`config.mk`:
```
export PLATFORM = sky130hd
export DESIGN_NAME = cpt_mul
export DESIGN_NICKNAME = d
export VERILOG_FILES = /design/src/rtl/cpt_pkg.sv /design/src/rtl/cpt_mul.sv
export SDC_FILE = /design/constraint.sdc
export NUM_CORES = 1
export LEC_CHECK = 0
export BUFFER_PORTS_ARGS = -buffer_cell sky130_fd_sc_hd__buf_4
export CORE_MARGIN = 4
export CORE_UTILIZATION = 50
export CTS_CLUSTER_DIAMETER = 100
export DETAILED_ROUTE_END_ITERATION = 8
export PLACE_DENSITY = 0.78
export SLEW_MARGIN = 10
export SYNTH_ARGS = -nofsm -noshare
export SYNTH_HDL_FRONTEND = slang
export SYNTH_SLANG_ARGS = --single-unit
```
`constraint.sdc`:
```
create_clock -name clk -period 8.6 [get_ports clk]
set_clock_uncertainty 0.05 [all_clocks]
set_input_delay 1.29 -clock clk [delete_from_list [all_inputs] [get_ports clk]]
set_output_delay 1.29 -clock clk [all_outputs]
set_load 0.005 [all_outputs]
```
`src/rtl/cpt_pkg.sv`:
```
// shared constants for the closest-point-on-triangle pipeline
// no dependencies; imported by the multiplier and the top level
`default_nettype none
package cpt_pkg;

  // default coordinate width, signed fixed point
  localparam int CPT_COORD_WIDTH = 32;

  // partial-product passes per multiplier, one register each
  localparam int MUL_STAGES = 4;

endpackage
`default_nettype wire

```
`src/rtl/cpt_mul.sv`:
```
// pipelined signed multiplier, operand b split into MUL_STAGES slices
// depends on cpt_pkg for the stage count
`default_nettype none
module cpt_mul import cpt_pkg::*; #(
  parameter int WA = 8,
  parameter int WB = 8
) (
  input  wire logic                    clk,
  input  wire logic signed [WA-1:0]    a,
  input  wire logic signed [WB-1:0]    b,
  output logic signed [WA+WB-1:0]      p
);

  localparam int S  = MUL_STAGES;
  localparam int CH = (WB + S - 1) / S;
  localparam int BW = S * CH;
  localparam int PW = WA + WB;

  logic signed [WA-1:0] a_r   [S];
  logic signed [BW-1:0] b_r   [S];
  logic signed [PW-1:0] acc_r [S];

  for (genvar j = 0; j < S; j++) begin : g_stage
    logic signed [WA-1:0] a_in;
    logic signed [BW-1:0] b_in;
    logic signed [PW-1:0] acc_in;
    logic signed [PW-1:0] part;
    logic signed [PW-1:0] acc_nxt;

    if (j == 0) begin : g_first
      assign a_in   = a;
      assign b_in   = BW'(b);
      assign acc_in = '0;
    end else begin : g_next
      assign a_in   = a_r[j-1];
      assign b_in   = b_r[j-1];
      assign acc_in = acc_r[j-1];
    end

    // top slice carries the sign, lower slices are unsigned
    if (j == S - 1) begin : g_top
      assign part = PW'(a_in) * PW'($signed(b_in[BW-1 -: CH]));
    end else begin : g_low
      assign part = PW'(a_in) * PW'($signed({1'b0, b_in[j*CH +: CH]}));
    end

    assign acc_nxt = acc_in + (part <<< (j * CH));

    always_ff @(posedge clk) begin
      a_r[j]   <= a_in;
      b_r[j]   <= b_in;
      acc_r[j] <= acc_nxt;
    end
  end

  assign p = acc_r[S-1];

endmodule
`default_nettype wire

```
==> out/qor.yml <==
synth_compound_area_frac: 0.158
drv_cap: 0
synth_top_family_by_area: "adder cells"
synth.distinct_cells: 48
seqCellArea_um2: 1900
drt_wl_total_um: 9460
cts_made_buffers: 9
irDropWorstVdd_uv: 163
syn_area_um2: 5330
synth_edf_count: 0
synthXorXnorAreaFrac: 0.0740
yosysSeqAreaShare: 0.357
multi_input_area_um2: 3330
yosysTopAreaCell: "dfxtp_1"
yosys_warnings: 0
min_delay_path_depth: 0
die-height_um: 111
cts_buffer_depth: 2
antenna_left: 0
endpoint_kind: "flop"
grt_max_degree: 19
min_period_ns: 3.83
slew-limit-headroom: 0.692
cts_hold_buf: 0
clk_pin_slew_ns: 0.09
setup-tns-final_ns: 0
path_class: "reg2reg"
placed_area_um2: 5740
min_from: "acc_r[2][5]$_DFF_P_"
muxShareOfSynthArea: 0.00399
power_density_nw_per_um2: 253
port_buffers: 32
power_mw: 1.50
outcome: "finished, final reports clean"
vias: 3868
ff2ff_path_depth: 15
cts_post_setup_buffers_inserted: 0
clk_latency_ns: 0.37
hold_end: "acc_r[3][5]$_DFF_P_"
worst_pin_slew_ns: 0.451
dieArea_um2: 12400
io_pins: 33
crit_path_start_kind: "flop"
grt_pass1_wl_um: 16100
cpPeakStageDelay_ns: 0.41
yosys.area.top_type_share: 0.357
crit_required_ns: 8.81
synthCells: 540
syn_area_per_cell_um2: 9.87
vias_per_cell: 5.34
hold_violations: 0
leakagePower_nw: 2.83
rsz0062_at_grt: "no"
synth-async-reset-ratio: 0
clockRootBuffer: "clkbuf_8"
dp_hpwl_um: 7860
finalSetupViolations: 0
fmax_mhz: 261
areaGrowthSynthToFinish_pct: 11.5
route.detailed.drc: 0
syn_nets: 657
synth_flop_cell: "dfxtp_1"
crit_path_top_delay_cell: "fa_1"
drv_slew: 0
grt_pass1_vias: 3898
cts_resized: 0
crit_arrival_ns: 4.05
hold_class: "reg2reg"
nNetsFinal: 700
track_usage: 0.156
r2r-end: "acc_r[3][15]$_DFF_P_"
synth_fa_ha_area_frac: 0.246
gp_congestion: 0.890
diodes: 0
wl_per_cell_um: 13.1
drtIter0Drc: 106
final_cell_area_um2: 5940
cts.sinks: 95
drive_gt1_frac: 0.0901
crit_fanout: 7
finalCritPeriodShare: 0.446
reg2reg_from: "b_r[2][7]$_DFF_P_"
die_x_um: 111
reg2reg_slack_ns: 4.77
synth_area_leaders: "dfxtp_1, ha_1, and2_1"
cts_tree: "built"
ys_seq_elements: 95
rows: 37
synth-simple-area-share: 0.143
fillCellCount: 925
path_cells: "inv_1 -> nor2_1 -> ha_1 -> ha_1 -> fa_1 -> a21o_2 -> a21oi_1 -> o21bai_1 -> a21oi_1 -> xnor2_1 -> ha_1 -> a21oi_1 -> o21ai_0 -> a221o_1 -> o32a_1"
core_um2: 10400
grt.overflow.total: 0
htree_levels: 3
antenna_found_initial: 0
detail_route.first_pass.iterations: 4
initial_core_util: 0.514
==> cells in the final DEF, fill, tap and decap left out, types with 6 or more instances in the layout <==
master	n
clkbuf_8	10
a21oi_1	28
a211oi_1	12
a21o_1	12
inv_1	25
ha_1	92
and2_1	49
nand2b_1	6
o21a_1	10
o21ai_0	24
xnor2_1	32
nand2_1	19
buf_4	32
nor3_1	10
dfxtp_1	95
xor2_1	13
fa_1	8
nor2_1	46
==> worst max-delay path, delay by kind of cell, from the launching register on <==
kind,cells,cell delay (ns)
AOI/OAI and AO/OA,8,1.69
adders and majority gates,4,1.26
DFF,1,0.33
buffers and inverters,1,0.18
xor gates and xnor gates,1,0.15
and+or+nand+nor,1,0.08
==> per-layer routing <==
metal,vias to the layer above,wire [um],global-route usage
met2,45,5010,0.300
met1,1806,4020,0.164
met5,-,0,0
met3,13,327,0.0469
met4,0,103,0.0406
li1,2004,-,-
==> where the power goes <==
part	switching, mW	total (mW)	internal [mW]
Combinational	0.313	0.615	0.302
Clock	0.162	0.282	0.120
Sequential	0.0471	0.605	0.558
Total	0.522	1.50	0.980
==> cell families (layout without fill, tap and decap cells) <==
family / after synthesis / in the layout
compound gates: 123 / 123
xor+xnor: 45 / 45
fa+ha+maj: 100 / 100
buf+inv: 25 / 73
flops: 95 / 95
mux: 2 / 2
simple gates: 150 / 150
==> Yosys cell counts, drive strengths merged, types with 2 or more instances <==
cell / instances
dfxtp: 95
ha: 92
and2: 49
nor2: 46
xnor2: 32
a21oi: 28
inv: 25
o21ai: 25
nand2: 19
a211oi: 13
a21o: 13
xor2: 13
nor3: 10
o21a: 10
fa: 8
nand2b: 6
nand3: 5
o21bai: 5
a2111oi: 4
nor2b: 4
o41a: 3
a21boi: 2
a221o: 2
a32o: 2
and3: 2
nor4: 2
o2111ai: 2
o211ai: 2
o311ai: 2
o31ai: 2
o41ai: 2
or4: 2
==> flip-flops by register name, summed over array words and instances (netlist names) <==
signal and count:
acc_r 59, b_r 12, a_r 24
==> worst max-delay path by stage <==
stage	start	end	slack, ns	depth (start not counted)
floorplan	b_r[2][7]$_DFF_P_	acc_r[3][15]$_DFF_P_	5.04	15
global placement	b_r[2][7]$_DFF_P_	acc_r[3][15]$_DFF_P_	4.89	15
detailed placement	b_r[2][7]$_DFF_P_	acc_r[3][15]$_DFF_P_	4.80	15
CTS	b_r[2][7]$_DFF_P_	acc_r[3][15]$_DFF_P_	4.78	15
global route	b_r[2][7]$_DFF_P_	acc_r[3][15]$_DFF_P_	4.55	15
finish	b_r[2][7]$_DFF_P_	acc_r[3][15]$_DFF_P_	4.77	15
==> final cells by class <==
class	count	share of cell area
clock inverter	6	0.0105
clock buffer	10	0.0232
tap	136	0.0287
sequential	95	0.320
multi-input combinational	420	0.561
timing repair buffer	32	0.0405
inverter	25	0.0158
==> per-stage QoR <==
stage,util,setup slack (ns),hold WS [ns],std cells
6_report,0.573,4.77,0.284,724
5_1_grt,0.573,4.55,0.294,724
4_1_cts,0.573,4.78,0.285,724
3_5_place_dp,0.553,4.80,0.262,708
3_3_place_gp,0.553,4.89,0.261,708
2_1_floorplan,-,5.04,0.260,540
Note: power is estimated with default switching activity, not from simulation.
