==> src/rtl/cpt_div.sv <==
// pipelined restoring divider, one quotient bit per stage, rounds half away
// standalone; used by the top level for the segment and plane quotients
`default_nettype none
module cpt_div #(
  parameter int NW = 16,
  parameter int DW = 8,
  parameter int QB = 8
) (
  input  wire logic                 clk,
  input  wire logic signed [NW-1:0] num,
  input  wire logic [DW-1:0]        den,
  output logic signed [QB+1:0]      q
);

  localparam int RW = DW + 1;

  logic [NW-1:0] mag;
  logic          neg_r [QB+1];
  logic [QB-1:0] lo_r  [QB+1];
  logic [RW-1:0] rem_r [QB+1];
  logic [QB-1:0] quo_r [QB+1];
  logic [DW-1:0] den_r [QB+1];
  logic          rnd;
  logic [QB+1:0] qm;
  logic [QB+1:0] q_r;
  logic [QB+1:0] q_nxt;

  assign mag = num[NW-1] ? NW'(-num) : NW'(num);

  always_ff @(posedge clk) begin
    neg_r[0] <= num[NW-1];
    lo_r[0]  <= mag[QB-1:0];
    rem_r[0] <= RW'(mag >> QB);
    quo_r[0] <= '0;
    den_r[0] <= den;
  end

  for (genvar s = 1; s <= QB; s++) begin : g_step
    logic [RW-1:0] t;
    logic          ge;
    logic [RW-1:0] rem_nxt;

    assign t       = {rem_r[s-1][DW-1:0], lo_r[s-1][QB-s]};
    assign ge      = t >= {1'b0, den_r[s-1]};
    assign rem_nxt = ge ? t - {1'b0, den_r[s-1]} : t;

    always_ff @(posedge clk) begin
      rem_r[s] <= rem_nxt;
      quo_r[s] <= {quo_r[s-1][QB-2:0], ge};
      lo_r[s]  <= lo_r[s-1];
      neg_r[s] <= neg_r[s-1];
      den_r[s] <= den_r[s-1];
    end
  end

  // round on twice the remainder, then restore the sign
  assign rnd   = {rem_r[QB], 1'b0} >= {2'b00, den_r[QB]};
  assign qm    = {2'b00, quo_r[QB]} + (QB+2)'(rnd);
  assign q_nxt = neg_r[QB] ? -qm : qm;

  always_ff @(posedge clk) begin
    q_r <= q_nxt;
  end

  assign q = q_r;

endmodule
`default_nettype wire

==> config.mk <==
export PLATFORM = sky130hd
export DESIGN_NAME = cpt_div
export DESIGN_NICKNAME = d
export VERILOG_FILES = /design/src/rtl/cpt_div.sv
export SDC_FILE = /design/constraint.sdc
export NUM_CORES = 1
export LEC_CHECK = 0
export BUFFER_PORTS_ARGS = -buffer_cell sky130_fd_sc_hd__buf_2
export CAP_MARGIN = 15
export CORE_MARGIN = 5
export CORE_UTILIZATION = 55
export CTS_CLUSTER_DIAMETER = 50
export DETAILED_ROUTE_END_ITERATION = 10
export PLACE_DENSITY = 0.83
export SYNTH_ARGS = -nofsm -noshare
export SYNTH_HDL_FRONTEND = slang
export SYNTH_SLANG_ARGS = --single-unit
export TNS_END_PERCENT = 30
==> constraint.sdc <==
create_clock -name clk -period 3.1 [get_ports clk]
set_clock_uncertainty 0.05 [all_clocks]
set_input_delay 0.465 -clock clk [delete_from_list [all_inputs] [get_ports clk]]
set_output_delay 0.465 -clock clk [all_outputs]
set_load 0.005 [all_outputs]
==> impl_metrics.env <==
export IMPL_hpwl_mm=10.89
export IMPL_hp_class="in -> reg"
export IMPL_criticalPathCategory="reg -> reg"
export IMPL_min_from="num[0]"
export IMPL_synth_yosys_seq_area_share_pct=50.49
export IMPL_synth_seq_cells=236
export IMPL_ant_nets=0
export IMPL_met3_usage_pct=2.965
export IMPL_postSynthCellCount=930
export IMPL_die_h_um=140.4
export IMPL_crit_buf_inv=1
export IMPL_worstReg2RegStart="den_r[0][65]"
export IMPL_path_common_cell="ha_2"
export IMPL_cellPowerDensity_nw_per_um2=1081
export IMPL_cts_setup_buffers=0
export IMPL_grt_usage_pct=15.48
export IMPL_fin_crit_sh_pct=95.38
export IMPL_yosys_area_share_simple_pct=10.86
export IMPL_post_place_ws_ns=-0.05830
export IMPL_slew_headroom_pct=72.70
export IMPL_fillers=1248
export IMPL_cap_violations=0
export IMPL_netlist_area_leader_share_pct=50.49
export IMPL_gp_congestion=0.8375
export IMPL_yosysTopAreaCell="dfxtp_1"
export IMPL_clock_path_buffers=3
export IMPL_setup_worst_path_start="den_r[0][65]"
export IMPL_die_x_um=140.4
export IMPL_syn_area_um2=9356
export IMPL_fin_crit_ns=2.957
export IMPL_wirelength_mm=15.48
export IMPL_diodes=0
export IMPL_r2r_cells=16
export IMPL_ys_types=55
export IMPL_grt_busiest_layer="met2"
export IMPL_ys_warn_count=0
export IMPL_hold_viol_final=0
export IMPL_cts_made_buffers=25
export IMPL_drcViolationCount=0
export IMPL_worst_pin_slew_ns=0.3992
export IMPL_rows=47
export IMPL_synthArstFlopShare_pct=0
export IMPL_cts_tree="built"
export IMPL_cts_sinks=236
export IMPL_drtIter0Drc=198
export IMPL_yosys_area_share_xor_xnor_pct=4.774
export IMPL_num_vias=6365
export IMPL_fin_tns_setup_ns=0
export IMPL_viasPerCell=5.162
export IMPL_vdd_drop_max_uv=661.7
export IMPL_grt_remaining_overflow=0
export IMPL_root_buffer="clkbuf_16"
export IMPL_grt_max_degree=18
export IMPL_worst_setup_path_end_kind="flip-flop"
export IMPL_grt_pass1_vias=6380
export IMPL_worstPathCellList="inv_1 -> ha_1 -> nor2b_1 -> o21ai_1 -> nand2b_1 -> a21oi_2 -> o21ai_2 -> a31o_2 -> ha_2 -> ha_2 -> and3_4 -> nor3_4 -> a31oi_2 -> nor4_2 -> mux2i_1 -> nor2_1"
export IMPL_initial_core_util_pct=56.22
export IMPL_slew_viol_final=0
export IMPL_p_leak_nw=4.916
export IMPL_reg2reg_setup_slack_ns=0.14
export IMPL_wl_per_cell_um=12.55
export IMPL_status="finished clean"
export IMPL_layout_nets=1103
export IMPL_drive_above_1_share_pct=14.41
export IMPL_synth_compound_area_share_pct=14.51
export IMPL_cp_max_fo=4
export IMPL_power_mw=11.73
export IMPL_worst_path_stages=16
export IMPL_synth_top_family_by_area="compound AO/OA/AOI/OAI gates"
export IMPL_critPathTopFamily="simple AND/OR/NAND/NOR gates"
export IMPL_ios=35
export IMPL_insertion_delay_ns=0.51
export IMPL_crit_end="q[8]"
export IMPL_setup_slack_ns=0.1433
export IMPL_grt_met2_usage_pct=30.04
export IMPL_synth_edf_count=0
export IMPL_grt_use_met1_pct=16.49
export IMPL_die_area_um2=19720
export IMPL_synthMuxAreaShare_pct=2.461
export IMPL_synth_top_cells_by_area="dfxtp_1 50%, ha_1 10%, inv_1 4.6%"
export IMPL_first_pass_iters=4
export IMPL_syn_avg_cell_area_um2=10.06
export IMPL_htree_levels=1
export IMPL_r2r_end="q[8]"
export IMPL_synth_adder_area_share_pct=11.74
export IMPL_area_delta_synth_final_pct=15.95
export IMPL_path_clk_slew_ns=0.06
export IMPL_ys_flop_type="dfxtp_1"
export IMPL_cp_slowest_cell="nor4_2"
export IMPL_grt_pass1_wl_mm=26.48
export IMPL_core_area_um2=16640
export IMPL_setup_viol=0
export IMPL_max_freq_ghz=0.3382
export IMPL_antenna_found_initial=0
export IMPL_arrival_ns=3.30
export IMPL_crit_path_start_kind="flip-flop"
export IMPL_syn_nets=1038
export IMPL_cp_required_ns=3.45
export IMPL_critPathMaxStageDelay_ns=0.36
export IMPL_io_buffer_count=34
[synth_stat cells (4+ instances only)]
library cell and number:
a211oi_1 7, a21boi_0 18, a21oi_1 61, a31o_2 20, a31oi_1 5, and3_1 8
buf_1 6, buf_2 4, dfxtp_1 236, fa_1 8, ha_1 75, inv_1 114
mux2_2 16, mux2i_1 5, nand2_1 30, nand2b_1 30, nand4_1 8, nor2_1 73
nor2b_1 12, nor3_1 5, o211ai_1 8, o21a_1 9, o21ai_0 58, o31ai_1 6
or3_1 14, xnor2_1 39, xor2_1 12
[sequential cells by signal (all words and copies together), names as in the netlist]
register,flops
q,10
rem_r,73
den_r,72
quo_r,36
lo_r,36
neg_r,9
[cell type report]
class / count / area (um^2) / area share, %
clock buffer: 28 / 666.9 / 6.147
clock inverter: 17 / 241.5 / 2.226
inverter: 114 / 427.9 / 3.944
multi-input combinational: 567 / 4195 / 38.67
sequential: 236 / 4725 / 43.55
tap: 220 / 275.3 / 2.537
timing repair buffer: 51 / 317.8 / 2.929
[layer usage]
| layer | up-vias | wire length, um |
|---|---|---|
| li1 | 3286 | - |
| met4 | 0 | 470 |
| met1 | 2937 | 6350 |
| met2 | 105 | 8084 |
| met5 | - | 0 |
| met3 | 37 | 573 |
[placed cells by master, fill, tap and decap left out, types with 3 or more instances in the layout]
| master | instances |
|---|---|
| dfxtp_1 | 236 |
| inv_1 | 114 |
| nor2_1 | 73 |
| ha_1 | 73 |
| a21oi_1 | 60 |
| o21ai_0 | 54 |
| xnor2_1 | 39 |
| buf_2 | 34 |
| nand2b_1 | 30 |
| nand2_1 | 30 |
| clkbuf_16 | 25 |
| a31o_2 | 20 |
| a21boi_0 | 18 |
| mux2_2 | 16 |
| or3_1 | 14 |
| nor2b_1 | 12 |
| xor2_1 | 12 |
| o21a_1 | 9 |
| buf_4 | 9 |
| o211ai_1 | 8 |
| nand4_1 | 8 |
| fa_1 | 8 |
| dlygate4sd3_1 | 8 |
| and3_1 | 7 |
| a211oi_1 | 7 |
| o21ai_1 | 6 |
| o31ai_1 | 6 |
| clkinv_2 | 6 |
| mux2i_1 | 5 |
| bufinv_16 | 5 |
| a31oi_1 | 4 |
| nand3_1 | 3 |
| nor3_1 | 3 |
| a2111oi_0 | 3 |
| nand3b_1 | 3 |
| clkbuf_8 | 3 |
[logic make-up after synthesis]
family,after synthesis
muxes,21
DFF,236
adders and majority gates,83
buffers and inverters,127
xor gates and xnor gates,51
AOI/OAI and AO/OA,212
and+or+nand+nor,200
[where the power goes]
part           leakage (nW)  switching [mW]  internal [mW]
registers              1.99           0.401           3.87
logic                  2.48            2.24           2.07
clock network         0.450            1.18           1.98
total                  4.92            3.81           7.91
[worst register-to-register path: stages (launching register included)]
cell and delay (ns):
dfxtp_1 0.30, inv_1 0.04, ha_1 0.26, nor2b_1 0.12
o21ai_1 0.11, nand2b_1 0.08, a21oi_2 0.14, o21ai_2 0.08
a31o_2 0.25, ha_2 0.18, ha_2 0.20, and3_4 0.21
nor3_4 0.11, a31oi_2 0.07, nor4_2 0.36, mux2i_1 0.23
nor2_1 0.06
[how the worst min path moves through the flow]
| stage | slack (ns) | cells after the start | endpoint |
|---|---|---|---|
| after floorplan | 0.26 | 0 | lo_r[0][10] |
| after global placement | 0.26 | 0 | quo_r[8][1] |
| after CTS | 0.009 | 1 | lo_r[0][0] |
| after global routing | 0.01 | 1 | lo_r[0][0] |
| final | 0.03 | 1 | lo_r[0][0] |
| after detailed placement | 0.26 | 0 | lo_r[0][14] |
[timing repair]
item	in CTS	in global routing
pin swaps	1	2
setup endpoints to repair	4	5
hold buffers	8	0
hold endpoints to repair	8	0
resized for setup	6	8
[metrics by stage]
stage | cells | utilization, % | instance area (um^2) | hold slack (ns)
4_1_cts | 1233 | 65.01 | 10820 | 0.009471
3_3_place_gp | 1180 | 58.97 | 9814 | 0.2602
2_1_floorplan | 930 | - | 9356 | 0.2596
5_1_grt | 1233 | 65.19 | 10850 | 0.01088
3_5_place_dp | 1180 | 58.97 | 9814 | 0.2621
6_report | 1233 | 65.19 | 10850 | 0.03172
Power figures use the tool's default switching activity.
